===== config.mk =====
export PLATFORM = sky130hd
export DESIGN_NAME = free_bit_run_allocator_core
export DESIGN_NICKNAME = d
export VERILOG_FILES = /design/src/design/fbra_pkg.sv /design/src/design/free_bit_run_allocator_core.sv /design/src/design/fbra_ram.sv /design/src/design/fbra_byte_step.sv
export VERILOG_INCLUDE_DIRS = /design/src /design/src/design
export SDC_FILE = /design/constraint.sdc
export NUM_CORES = 1
export LEC_CHECK = 0
export BUFFER_PORTS_ARGS = -buffer_cell sky130_fd_sc_hd__buf_2
export CAP_MARGIN = 20
export CORE_MARGIN = 3
export CORE_UTILIZATION = 57
export CTS_CLUSTER_DIAMETER = 50
export DETAILED_ROUTE_END_ITERATION = 8
export PLACE_DENSITY_LB_ADDON = 0.1
export SLEW_MARGIN = 10
export SYNTH_ARGS = -nofsm -noshare
export SYNTH_HDL_FRONTEND = slang
export SYNTH_SLANG_ARGS = --single-unit

===== constraint.sdc =====
create_clock -name clk_i -period 8.1 [get_ports clk_i]
set_input_delay 1.215 -clock clk_i [delete_from_list [all_inputs] [get_ports clk_i]]
set_output_delay 1.215 -clock clk_i [all_outputs]
set_load 0.005 [all_outputs]

===== src/design/free_bit_run_allocator_core_macros.svh =====
// Assertion helpers shared by the allocator RTL.
// They use the clock and reset of the module that includes them.
`ifndef FREE_BIT_RUN_ALLOCATOR_CORE_MACROS_SVH
`define FREE_BIT_RUN_ALLOCATOR_CORE_MACROS_SVH

// Same-cycle implication.
`define FBRA_ASSERT_IMP(lbl, ante, cons, msg) \
  lbl: assert property (@(posedge clk_i) disable iff (!rst_ni) (ante) |-> (cons)) \
    else $error(msg);

// Next-cycle implication.
`define FBRA_ASSERT_NXT(lbl, ante, cons, msg) \
  lbl: assert property (@(posedge clk_i) disable iff (!rst_ni) (ante) |=> (cons)) \
    else $error(msg);

`endif


===== src/design/fbra_pkg.sv =====
package fbra_pkg;

  // Default bitmap size in bytes
  localparam int MapBytesDef = 64;

  localparam int ByteW = 8;
  localparam int OpW   = 2;
  localparam int IdxW  = 9;
  localparam int RunW  = 10;
  localparam int CfgW  = 7;

  localparam logic [CfgW-1:0] CfgReset = 7'd64;

  // Operation codes
  localparam logic [OpW-1:0] OpClear = 2'd0;
  localparam logic [OpW-1:0] OpTest  = 2'd1;
  localparam logic [OpW-1:0] OpScan  = 2'd2;
  localparam logic [OpW-1:0] OpSet   = 2'd3;

  // Result of folding one bitmap byte into the running free count
  typedef struct packed {
    logic            hit;  // run reached the wanted length in this byte
    logic [2:0]      pos;  // bit position where it was reached
    logic [RunW-1:0] run;  // free run length after the byte
  } step_t;

endpackage


===== src/design/free_bit_run_allocator_core.sv =====
// Channel   Signals                                              Dir
// in        in_valid_i in_ready_o operation_i bit_index_i          in
//           run_length_i new_value_i
// out       out_valid_o out_ready_i found_o start_index_o         out
//           bit_state_o
// cfg       cfg_we_i cfg_wdata_i (used_bytes)                     in
//
// Test and set pass through a read step and a modify step before the result register.
// Scan reads one bitmap byte per cycle up to the used length and stops early when the
// run is found; out-of-range requests go straight to the response step.
// Clear sweeps the RAM and then responds. After reset the same sweep runs with
// in_ready_o low and no response; configuration is taken throughout.
// One word is in flight; a new word is taken while the last result waits.
module free_bit_run_allocator_core import fbra_pkg::*; #(
  parameter int MAP_BYTES = MapBytesDef
) (
  input  logic            clk_i,
  input  logic            rst_ni,
  input  logic            in_valid_i,
  output logic            in_ready_o,
  input  logic [OpW-1:0]  operation_i,
  input  logic [IdxW-1:0] bit_index_i,
  input  logic [RunW-1:0] run_length_i,
  input  logic            new_value_i,
  output logic            out_valid_o,
  input  logic            out_ready_i,
  output logic            found_o,
  output logic [IdxW-1:0] start_index_o,
  output logic            bit_state_o,
  input  logic            cfg_we_i,
  input  logic [CfgW-1:0] cfg_wdata_i
);

`include "free_bit_run_allocator_core_macros.svh"

  localparam int AW = (MAP_BYTES > 1) ? $clog2(MAP_BYTES) : 1;
  localparam logic [AW-1:0] LastAddr = AW'(MAP_BYTES - 1);

  // Sequencer states
  localparam logic [2:0] StIdle = 3'd0;
  localparam logic [2:0] StClr  = 3'd1;
  localparam logic [2:0] StRd   = 3'd2;
  localparam logic [2:0] StMod  = 3'd3;
  localparam logic [2:0] StScan = 3'd4;
  localparam logic [2:0] StResp = 3'd5;

  logic [2:0]      state_q, state_d;
  logic [CfgW-1:0] used_q;
  logic [AW-1:0]   clr_q, clr_d;
  logic            clr_rsp_q, clr_rsp_d;
  logic [CfgW-1:0] issue_q, issue_d;
  logic [CfgW-1:0] pbyte_q, pbyte_d;
  logic            pend_q, pend_d;
  logic [RunW-1:0] run_q, run_d;

  logic [OpW-1:0]  op_q;
  logic [IdxW-1:0] idx_q;
  logic [RunW-1:0] want_q;
  logic            val_q;

  logic            res_found_q, res_found_d;
  logic [IdxW-1:0] res_start_q, res_start_d;
  logic            res_state_q, res_state_d;

  logic            out_valid_q, out_valid_d;
  logic            found_q;
  logic [IdxW-1:0] start_q;
  logic            bstate_q;
  logic            out_load;

  logic            ram_we, ram_re;
  logic [AW-1:0]   ram_waddr, ram_raddr;
  logic [ByteW-1:0] ram_wdata, ram_rdata;

  logic [CfgW-1:0] eff_bytes;
  logic [RunW-1:0] limit;
  logic            in_accept, in_range, scan_ok;
  logic [ByteW-1:0] bit_mask;
  logic [IdxW+1:0] start_calc;
  step_t           step;

  // Used length, capped at the bitmap size
  assign eff_bytes = (32'(used_q) > MAP_BYTES) ? CfgW'(MAP_BYTES) : used_q;
  assign limit     = {eff_bytes, 3'b000};

  assign in_ready_o = (state_q == StIdle);
  assign in_accept  = in_valid_i && in_ready_o;
  assign in_range   = ({1'b0, bit_index_i} < limit);
  assign scan_ok    = (run_length_i != '0) && (run_length_i <= limit);

  assign bit_mask   = ByteW'(1) << idx_q[2:0];
  assign start_calc = {1'b0, pbyte_q, 3'b000} + (IdxW+2)'(step.pos) + (IdxW+2)'(1)
                      - {1'b0, want_q};

  fbra_byte_step u_step (
    .data_i (ram_rdata),
    .run_i  (run_q),
    .want_i (want_q),
    .step_o (step)
  );

  fbra_ram #(
    .Width (ByteW),
    .Depth (MAP_BYTES)
  ) u_ram (
    .clk_i   (clk_i),
    .we_i    (ram_we),
    .waddr_i (ram_waddr),
    .wdata_i (ram_wdata),
    .re_i    (ram_re),
    .raddr_i (ram_raddr),
    .rdata_o (ram_rdata)
  );

  // Sequencer
  always_comb begin
    state_d     = state_q;
    clr_d       = clr_q;
    clr_rsp_d   = clr_rsp_q;
    issue_d     = issue_q;
    pbyte_d     = pbyte_q;
    pend_d      = 1'b0;
    run_d       = run_q;
    res_found_d = res_found_q;
    res_start_d = res_start_q;
    res_state_d = res_state_q;
    ram_we      = 1'b0;
    ram_waddr   = clr_q;
    ram_wdata   = '0;
    ram_re      = 1'b0;
    ram_raddr   = AW'(idx_q[IdxW-1:3]);
    out_load    = 1'b0;

    unique case (state_q)
      StIdle: begin
        if (in_accept) begin
          res_found_d = 1'b0;
          res_start_d = '0;
          res_state_d = 1'b0;
          unique case (operation_i)
            OpClear: begin
              state_d   = StClr;
              clr_d     = '0;
              clr_rsp_d = 1'b1;
            end
            OpTest, OpSet: begin
              state_d = in_range ? StRd : StResp;
            end
            OpScan: begin
              state_d = scan_ok ? StScan : StResp;
              issue_d = '0;
              run_d   = '0;
            end
            default: state_d = StResp;
          endcase
        end
      end
      StClr: begin
        ram_we = 1'b1;
        clr_d  = clr_q + 1'b1;
        if (clr_q == LastAddr) begin
          state_d     = clr_rsp_q ? StResp : StIdle;
          res_found_d = 1'b1;
          res_start_d = '0;
          res_state_d = 1'b0;
        end
      end
      StRd: begin
        ram_re  = 1'b1;
        state_d = StMod;
      end
      StMod: begin
        res_found_d = 1'b1;
        if (op_q == OpSet) begin
          ram_we      = 1'b1;
          ram_waddr   = AW'(idx_q[IdxW-1:3]);
          ram_wdata   = val_q ? (ram_rdata | bit_mask) : (ram_rdata & ~bit_mask);
          res_state_d = val_q;
        end else begin
          res_state_d = ram_rdata[idx_q[2:0]];
        end
        state_d = StResp;
      end
      StScan: begin
        // Issue the next byte read while the previous byte is folded in
        ram_raddr = AW'(issue_q);
        if (issue_q < eff_bytes) begin
          ram_re  = 1'b1;
          issue_d = issue_q + 1'b1;
          pbyte_d = issue_q;
          pend_d  = 1'b1;
        end
        if (pend_q) begin
          run_d = step.run;
          if (step.hit) begin
            res_found_d = 1'b1;
            res_start_d = start_calc[IdxW-1:0];
            state_d     = StResp;
            pend_d      = 1'b0;
          end else if (pbyte_q == eff_bytes - 1'b1) begin
            state_d = StResp;
            pend_d  = 1'b0;
          end
        end
      end
      StResp: begin
        if (!out_valid_q || out_ready_i) begin
          out_load = 1'b1;
          state_d  = StIdle;
        end
      end
      default: state_d = StIdle;
    endcase
  end

  // Output register
  always_comb begin
    out_valid_d = out_valid_q && !out_ready_i;
    if (out_load) begin
      out_valid_d = 1'b1;
    end
  end

  // Control registers; reset starts the clearing sweep
  always_ff @(posedge clk_i or negedge rst_ni) begin
    if (!rst_ni) begin
      state_q     <= StClr;
      clr_q       <= '0;
      clr_rsp_q   <= 1'b0;
      issue_q     <= '0;
      pbyte_q     <= '0;
      pend_q      <= 1'b0;
      run_q       <= '0;
      out_valid_q <= 1'b0;
      used_q      <= CfgReset;
    end else begin
      state_q     <= state_d;
      clr_q       <= clr_d;
      clr_rsp_q   <= clr_rsp_d;
      issue_q     <= issue_d;
      pbyte_q     <= pbyte_d;
      pend_q      <= pend_d;
      run_q       <= run_d;
      out_valid_q <= out_valid_d;
      if (cfg_we_i) begin
        used_q <= cfg_wdata_i;
      end
    end
  end

  // Captured word and result fields
  always_ff @(posedge clk_i) begin
    if (in_accept) begin
      op_q   <= operation_i;
      idx_q  <= bit_index_i;
      want_q <= run_length_i;
      val_q  <= new_value_i;
    end
    res_found_q <= res_found_d;
    res_start_q <= res_start_d;
    res_state_q <= res_state_d;
    if (out_load) begin
      found_q  <= res_found_q;
      start_q  <= res_start_q;
      bstate_q <= res_state_q;
    end
  end

  assign out_valid_o   = out_valid_q;
  assign found_o       = found_q;
  assign start_index_o = start_q;
  assign bit_state_o   = bstate_q;

  // Checks
  `FBRA_ASSERT_NXT(a_one_word, in_accept, !in_ready_o, "second word taken while busy")
  `FBRA_ASSERT_IMP(a_we_state, ram_we, (state_q == StClr) || (state_q == StMod),
                   "bitmap written outside clear or set")
  `FBRA_ASSERT_IMP(a_pend_scan, pend_q, state_q == StScan, "byte pending outside scan")
  `FBRA_ASSERT_IMP(a_out_src, $rose(out_valid_o), $past(state_q) == StResp,
                   "result shown without response step")

endmodule


===== src/design/fbra_ram.sv =====
module fbra_ram #(
  parameter int Width = 8,
  parameter int Depth = 64
) (
  input  logic                                  clk_i,
  input  logic                                  we_i,
  input  logic [(Depth > 1 ? $clog2(Depth) : 1)-1:0] waddr_i,
  input  logic [Width-1:0]                      wdata_i,
  input  logic                                  re_i,
  input  logic [(Depth > 1 ? $clog2(Depth) : 1)-1:0] raddr_i,
  output logic [Width-1:0]                      rdata_o
);

  logic [Width-1:0] mem_q [Depth];
  logic [Width-1:0] rdata_q;

  // One write port, one registered read port
  always_ff @(posedge clk_i) begin
    if (we_i) begin
      mem_q[waddr_i] <= wdata_i;
    end
    if (re_i) begin
      rdata_q <= mem_q[raddr_i];
    end
  end

  assign rdata_o = rdata_q;

endmodule


===== src/design/fbra_byte_step.sv =====
module fbra_byte_step import fbra_pkg::*; (
  input  logic [ByteW-1:0] data_i,
  input  logic [RunW-1:0]  run_i,
  input  logic [RunW-1:0]  want_i,
  output step_t            step_o
);

  // Walk the eight bits, lowest first; the first hit sticks
  always_comb begin
    logic [RunW-1:0] run;
    logic            hit;
    logic [2:0]      pos;
    run = run_i;
    hit = 1'b0;
    pos = 3'd0;
    for (int k = 0; k < ByteW; k++) begin
      if (data_i[k]) begin
        run = '0;
      end else begin
        run = run + 1'b1;
      end
      if (!hit && (run == want_i)) begin
        hit = 1'b1;
        pos = 3'(k);
      end
    end
    step_o.hit = hit;
    step_o.pos = pos;
    step_o.run = run;
  end

endmodule


==> results of run 1 <==
## placed cells by master, fill, tap and decap left out, types with 19 or more instances in the layout
cell type and count:
xor2_1 25, nor3_1 33, inv_1 27, o21ai_0 48, ha_1 40, a21oi_1 68, buf_4 90, and2_1 46
dfrtp_1 41, a211oi_1 46, edfxtp_1 564, nand2_1 137, clkbuf_16 68, nor2_1 137, a31oi_1 29, xnor2_1 75
mux4_2 130, nand2b_1 19, nand3_1 41, buf_2 46
## kinds of logic after synthesis
kind of cell | synth area share
DFF | 0.620
and+or+nand+nor | 0.101
AOI/OAI and AO/OA | 0.0830
muxes | 0.118
buffers and inverters | 0.0188
xor gates and xnor gates | 0.0395
adders and majority gates | 0.0196
## registers in the layout, summed over array words and instances (netlist names), 8 cells and up
| signal | cells |
|---|---|
| start_index_o | 9 |
| u_ram.rdata_o | 8 |
| idx_q | 9 |
| u_ram.mem_q | 512 |
| res_start_q | 9 |
| run_q | 10 |
| want_q | 10 |
## cell type report
cell class | count | area (um2)
flip-flops and latches | 607 | 18000
clock buffers | 78 | 1740
clock inverters | 42 | 487
fillers | 3586 | 17200
inverters | 34 | 128
well taps | 672 | 841
repair buffers | 139 | 961
multi-input cells | 1245 | 10900
## worst register-to-register path, delay by kind of cell (launching register included)
family / cells / cell delay, ps
simple gates: 16 / 2420
xor+xnor: 3 / 610
compound gates: 7 / 1410
fa+ha+maj: 8 / 2120
mux: 1 / 310
flops: 1 / 400
buf+inv: 4 / 260
## cell usage after synthesis (7+ instances only)
cell / count / area [um2]
mux2_2: 18 / 203
o21ai_0: 48 / 240
ha_1: 44 / 551
a21oi_1: 71 / 355
and3_1: 13 / 81.3
nor4_1: 18 / 113
nor2b_1: 20 / 125
a311oi_1: 19 / 166
clkbuf_1: 77 / 289
nor2_1: 147 / 552
xor2_1: 27 / 236
dfrtp_1: 41 / 1030
nand4_1: 14 / 87.6
xnor2_1: 78 / 683
mux2i_1: 23 / 230
nor3b_1: 9 / 67.6
nand3_1: 43 / 215
o21ai_1: 8 / 40.0
nor3_1: 34 / 170
nand4b_1: 7 / 61.3
or2_2: 9 / 56.3
a31oi_1: 30 / 188
o211ai_1: 12 / 90.1
mux4_2: 130 / 2930
edfxtp_1: 564 / 16900
nand2_1: 137 / 514
a211oi_1: 47 / 353
or3_1: 10 / 62.6
buf_1: 21 / 78.8
inv_1: 28 / 105
a21o_1: 14 / 105
nand2b_1: 20 / 125
a211o_1: 9 / 78.8
and2_1: 46 / 288
## report_power, final
group / switching, mW / leakage (nW) / internal [mW]
sequential: 0.231 / 6.63 / 3.64
clock: 1.25 / 1.08 / 1.79
combinational: 1.68 / 4.25 / 1.10
## stage by stage
stage               instance area [um2]  setup WS, ps  instances   util  TNS [ps]
floorplan                         29100          11.9       1991      -         0
global placement                  30400           109       2682  0.606         0
detailed placement                30500         -65.1       2683  0.606      -107
CTS                               32700          28.8       2804  0.651         0
global route                      33100         -91.2       2817  0.658     -91.2
finish                            33100           325       2817  0.658         0
## metal layers
metal,GRT usage,wire length (um),part of all wire
met4,0.0914,2360,0.033
met1,0.379,30000,0.42
met5,0,0,0
met2,0.435,35200,0.49
met3,0.0462,4480,0.062
## how the worst max path moves through the flow
| stage | depth (start not counted) | end | slack, ps |
|---|---|---|---|
| final | 39 | res_start_q[7] | 320 |
| after CTS | 37 | res_start_q[7] | 30 |
| after detailed placement | 37 | res_start_q[7] | -70 |
| after global routing | 39 | res_start_q[7] | -90 |
| after global placement | 37 | res_start_q[7] | 110 |
| after floorplan | 35 | res_start_q[8] | 10 |
## repair_timing
| item | in CTS | in global routing |
|---|---|---|
| setup endpoints to repair | 2 | 5 |
| pin swaps | 5 | 9 |
| gates resized for setup | 6 | 45 |
| gates cloned | 0 | 0 |
| buffers inserted | 1 | 12 |
==> qor.txt, run 1 <==
crit path max-delay cell type -> dfrtp_1
Synth warnings -> 0
vias -> 18000
hold violation count in the final report -> 0
vias in the first global route -> 17700
Worst Path Arrival -> 8120 ps
Setup CP Type -> register to register
fmax -> 129 MHz
Crit path top cell by count -> ha_1
share of cells above drive strength 1 -> 0.232
initial antenna violation count -> 0
Hold Slack -> 415 ps
count of pins over their slew limit -> 0
total global-route track usage -> 0.270
worst slew pin tran -> 1070 ps
Max H-tree Level -> 3
DRT Wirelength -> 72000 um
Power, Total -> 9.69 mW
# clock sinks -> 607
Unique masters post-synth -> 104
Std-Cell Rows -> 82
Top delay family on crit path -> simple AND/OR/NAND/NOR gates
largest net degree at the start of global routing -> 129
DRT antenna net count -> 0
Die Span Y -> 232 um
Static Leakage -> 12.0 nW
Max stage delay on crit path -> 400 ps
Max-Cap Viols -> 0
Detailed Route Iter0 Violations -> 1855
Worst-Skew Late Latency -> 610 ps
Min-Delay Path Depth -> 0
Worst EP required -> 8450 ps
PortBufs -> 46
top_reg_cell synth -> edfxtp_1
cts hold-fix bufs -> 0
WHS Endpoint -> bit_state_o
Netlist Area Pre-Place -> 0.0290 mm2
Layout area overhead -> 13.9%
register area share after synthesis -> 0.620
Synth Register Bits -> 607
drt wl/cell -> 25.6 um
Syn Nets -> 2070
Layout Nets -> 2173
status -> finished, final reports clean
Worst Setup SP -> run_q[0]
EDFF count, synth -> 564
clk_skew -> 42.4 ps
clock period minus worst slack -> 7780 ps
worst reg2reg path depth -> 39
CTS clk-pin slew, worst paths -> 60 ps
Hold Crit Start -> res_state_q
flop-to-flop setup slack -> 320 ps
pwr dens -> 293 mW/mm2
Reg-to-Reg Start -> run_q[0]
gr ovfl total -> 0
drt via density -> 6.40
CTS buffer count -> 67
Max IR drop VDD -> 0.000273 V
hpwl dp -> 46300 um
CTS tree -> built
Diodes inserted -> 0
Remaining DRCs -> 0
die area -> 0.0537 mm2
first-pass GRT wire length -> 109000 um
Starting Density -> 0.578
I/O Pins -> 47
CP bufs+invs -> 4
Core Region -> 0.0503 mm2
GPL Wtd Cong -> 0.907
Critical Path End Type -> register
First-pass DRT Iterations -> 5
Async S/R FF share, synth -> 0.0708
worst-path fanout max -> 6
Worst setup SP type -> register
Avg Cell Area, Syn -> 14.6 um2
Slew headroom -> 0.282
Post-Synthesis Cells -> 1991
Setup-failing EPs final -> 0
Worst R2R End -> res_start_q[7]
final worst-path cycle share -> 0.960
Min-Delay Path Class -> register to register
clock buffer depth -> 3
root buf cell -> clkbuf_16
chip width -> 232 um
No activity file was read; power rests on OpenSTA's default activity.
==> run 2: changes to the inputs <==
Settings changed: CORE_ASPECT_RATIO set to 1.1.
==> qor.txt, run 2 (synthesized netlist as in run 1, its figures left out) <==
status -> finished, final reports clean
Crit path top cell by count -> ha_1
# clock sinks -> 607 (unchanged)
CTS clk-pin slew, worst paths -> 60 ps (about the same)
Remaining DRCs -> 0 (unchanged)
Diodes inserted -> 0 (unchanged)
vias in the first global route -> 17900 (+0.90%)
Worst setup SP type -> register
total negative setup slack -> 0 ps (unchanged)
clock buffer depth -> 3 (unchanged)
Min-Delay Path Depth -> 0 (unchanged)
Max-Cap Viols -> 0 (unchanged)
CTS tree -> built
worst-path fanout max -> 8 (+2)
vias -> 18200 (+1.2%)
hold violation count in the final report -> 0 (unchanged)
Min-Delay Path Class -> register to register
first-pass GRT wire length -> 110000 um (+1.0%)
pwr dens -> 291 mW/mm2 (-0.59%)
gr ovfl total -> 0 (unchanged)
final non-filler cell area -> 0.0330 mm2 (-0.28%)
most common cell after layout, fill and taps aside -> edfxtp_1
Setup CP Type -> register to register
total global-route track usage -> 0.268 (-0.00191)
crit path max-delay cell type -> a311o_1
PortBufs -> 46 (unchanged)
Critical Path End Type -> register
drt wl/cell -> 25.8 um (+0.73%)
Top delay family on crit path -> compound AO/OA/AOI/OAI gates
drt via density -> 6.50 (+1.6%)
worst slew pin tran -> 1130 ps (+57.7 ps)
Largest register FFs -> 512 (unchanged)
final worst slack -> 364 ps (+39.1 ps)
root buf cell -> clkbuf_16
WHS Endpoint -> start_index_o[3]
DRT antenna net count -> 0 (unchanged)
Worst EP required -> 8440 ps (about the same)
First-pass DRT Iterations -> 5 (unchanged)
Reg with most FFs -> u_ram.mem_q
Reg-to-Reg Start -> run_q[0]
chip width -> 221 um (-4.5%)
CTS buffer count -> 67 (unchanged)
cts hold-fix bufs -> 0 (unchanged)
clk_skew -> 27.9 ps (-14.4 ps)
Max IR drop VDD -> 0.000233 V (-15%)
final worst-path cycle share -> 0.955 (-0.00483)
Max stage delay on crit path -> 410 ps (about the same)
Die Span Y -> 243 um (+4.8%)
Core Region -> 0.0503 mm2 (about the same)
Worst R2R End -> res_start_q[8]
Placed Area -> 0.0305 mm2 (+0.13%)
share of cells above drive strength 1 -> 0.228 (-0.00394)
Slew headroom -> 0.243 (-0.0388)
Layout Nets -> 2176 (+0.14%)
fmax -> 129 MHz (+0.51%)
Fillers -> 3599 (+0.36%)
Hold Crit Start -> res_start_q[3]
pre-CTS setup slack -> 7.64 ps (+72.8 ps)
CP bufs+invs -> 4 (unchanged)
Std-Cell Rows -> 86 (+4.9%)
Max H-tree Level -> 3 (unchanged)
Worst Path Arrival -> 8080 ps (-40 ps)
flop-to-flop setup slack -> 360 ps (+40 ps)
Detailed Route Iter0 Violations -> 1800 (-3.0%)
Power, Total -> 9.61 mW (-0.86%)
Worst-Skew Late Latency -> 610 ps (about the same)
worst reg2reg path depth -> 35 (-10%)
Largest regs -> u_ram.mem_q x512, run_q x10, want_q x10
Setup-failing EPs final -> 0 (unchanged)
largest net degree at the start of global routing -> 65 (-50%)
commonest cells after routing, fill and taps aside -> edfxtp_1, nand2_1, nor2_1, mux4_2, buf_4
Sequential Area -> 0.0180 mm2 (unchanged)
Multi-input gate area -> 0.0109 mm2 (-0.41%)
Hold Slack -> 420 ps (+4.93 ps)
count of pins over their slew limit -> 0 (unchanged)
clock period minus worst slack -> 7740 ps (-39.1 ps)
initial antenna violation count -> 0 (unchanged)
die area -> 0.0537 mm2 (about the same)
I/O Pins -> 47 (unchanged)
Starting Density -> 0.578 (about the same)
Static Leakage -> 11.9 nW (-0.18%)
DRT Wirelength -> 72300 um (+0.37%)
hpwl dp -> 46300 um (about the same)
Layout area overhead -> 13.5%
GPL Wtd Cong -> 0.938 (+3.4%)
run 2: cell types whose count changed in the layout (fill, tap and decap cells not counted), sizes merged:
cell	change
inv	+1
clkinvlp	-1
clkbuf	+2
buf	+3
bufinv	-2
clkinv	-1
run 2: worst max-delay path by stage:
stage,start,to,slack [ps],depth (start not counted)
after CTS,run_q[0],res_start_q[8],3,35
after detailed placement,run_q[0],res_start_q[8],8,37
final,run_q[0],res_start_q[8],360,35
after global routing,run_q[0],res_start_q[7],-40,39
after global placement,run_q[0],res_start_q[8],120,35
after floorplan,u_ram.rdata_o[0],res_start_q[8],10,35
run 2: power by group:
group	leakage (nW)	internal (mW)	switching (mW)	total, mW
logic	4.26	1.09	1.67	2.76
registers	6.63	3.64	0.232	3.87
clock network	1.05	1.71	1.26	2.98
total	11.9	6.44	3.16	9.61
run 2: repair_timing:
item,4_1_cts,5_1_grt
setup buffers,0,6
resized for setup,1,45
pin swaps,0,12
endpoints found under the setup margin,1,5
run 2: metrics by stage:
| step | instances | util |
|---|---|---|
| finish | 2807 | 0.656 |
| global route | 2807 | 0.656 |
| CTS | 2799 | 0.650 |
| detailed placement | 2680 | 0.607 |
| global placement | 2680 | 0.607 |
| floorplan | 1991 | - |
run 2: per-layer routing:
metal  routed length [um]  GRT usage
met4                 2870      0.106
met3                 4710     0.0381
met5                    0          0
met2                34600      0.428
met1                30100      0.380
run 2: area by class of cell:
class                      instances  share of cell area
timing repair buffer             142              0.0302
clock buffer                      80              0.0523
inverter                          34             0.00387
tap                              660              0.0250
sequential                       607               0.546
multi-input combinational       1245               0.329
clock inverter                    39              0.0132
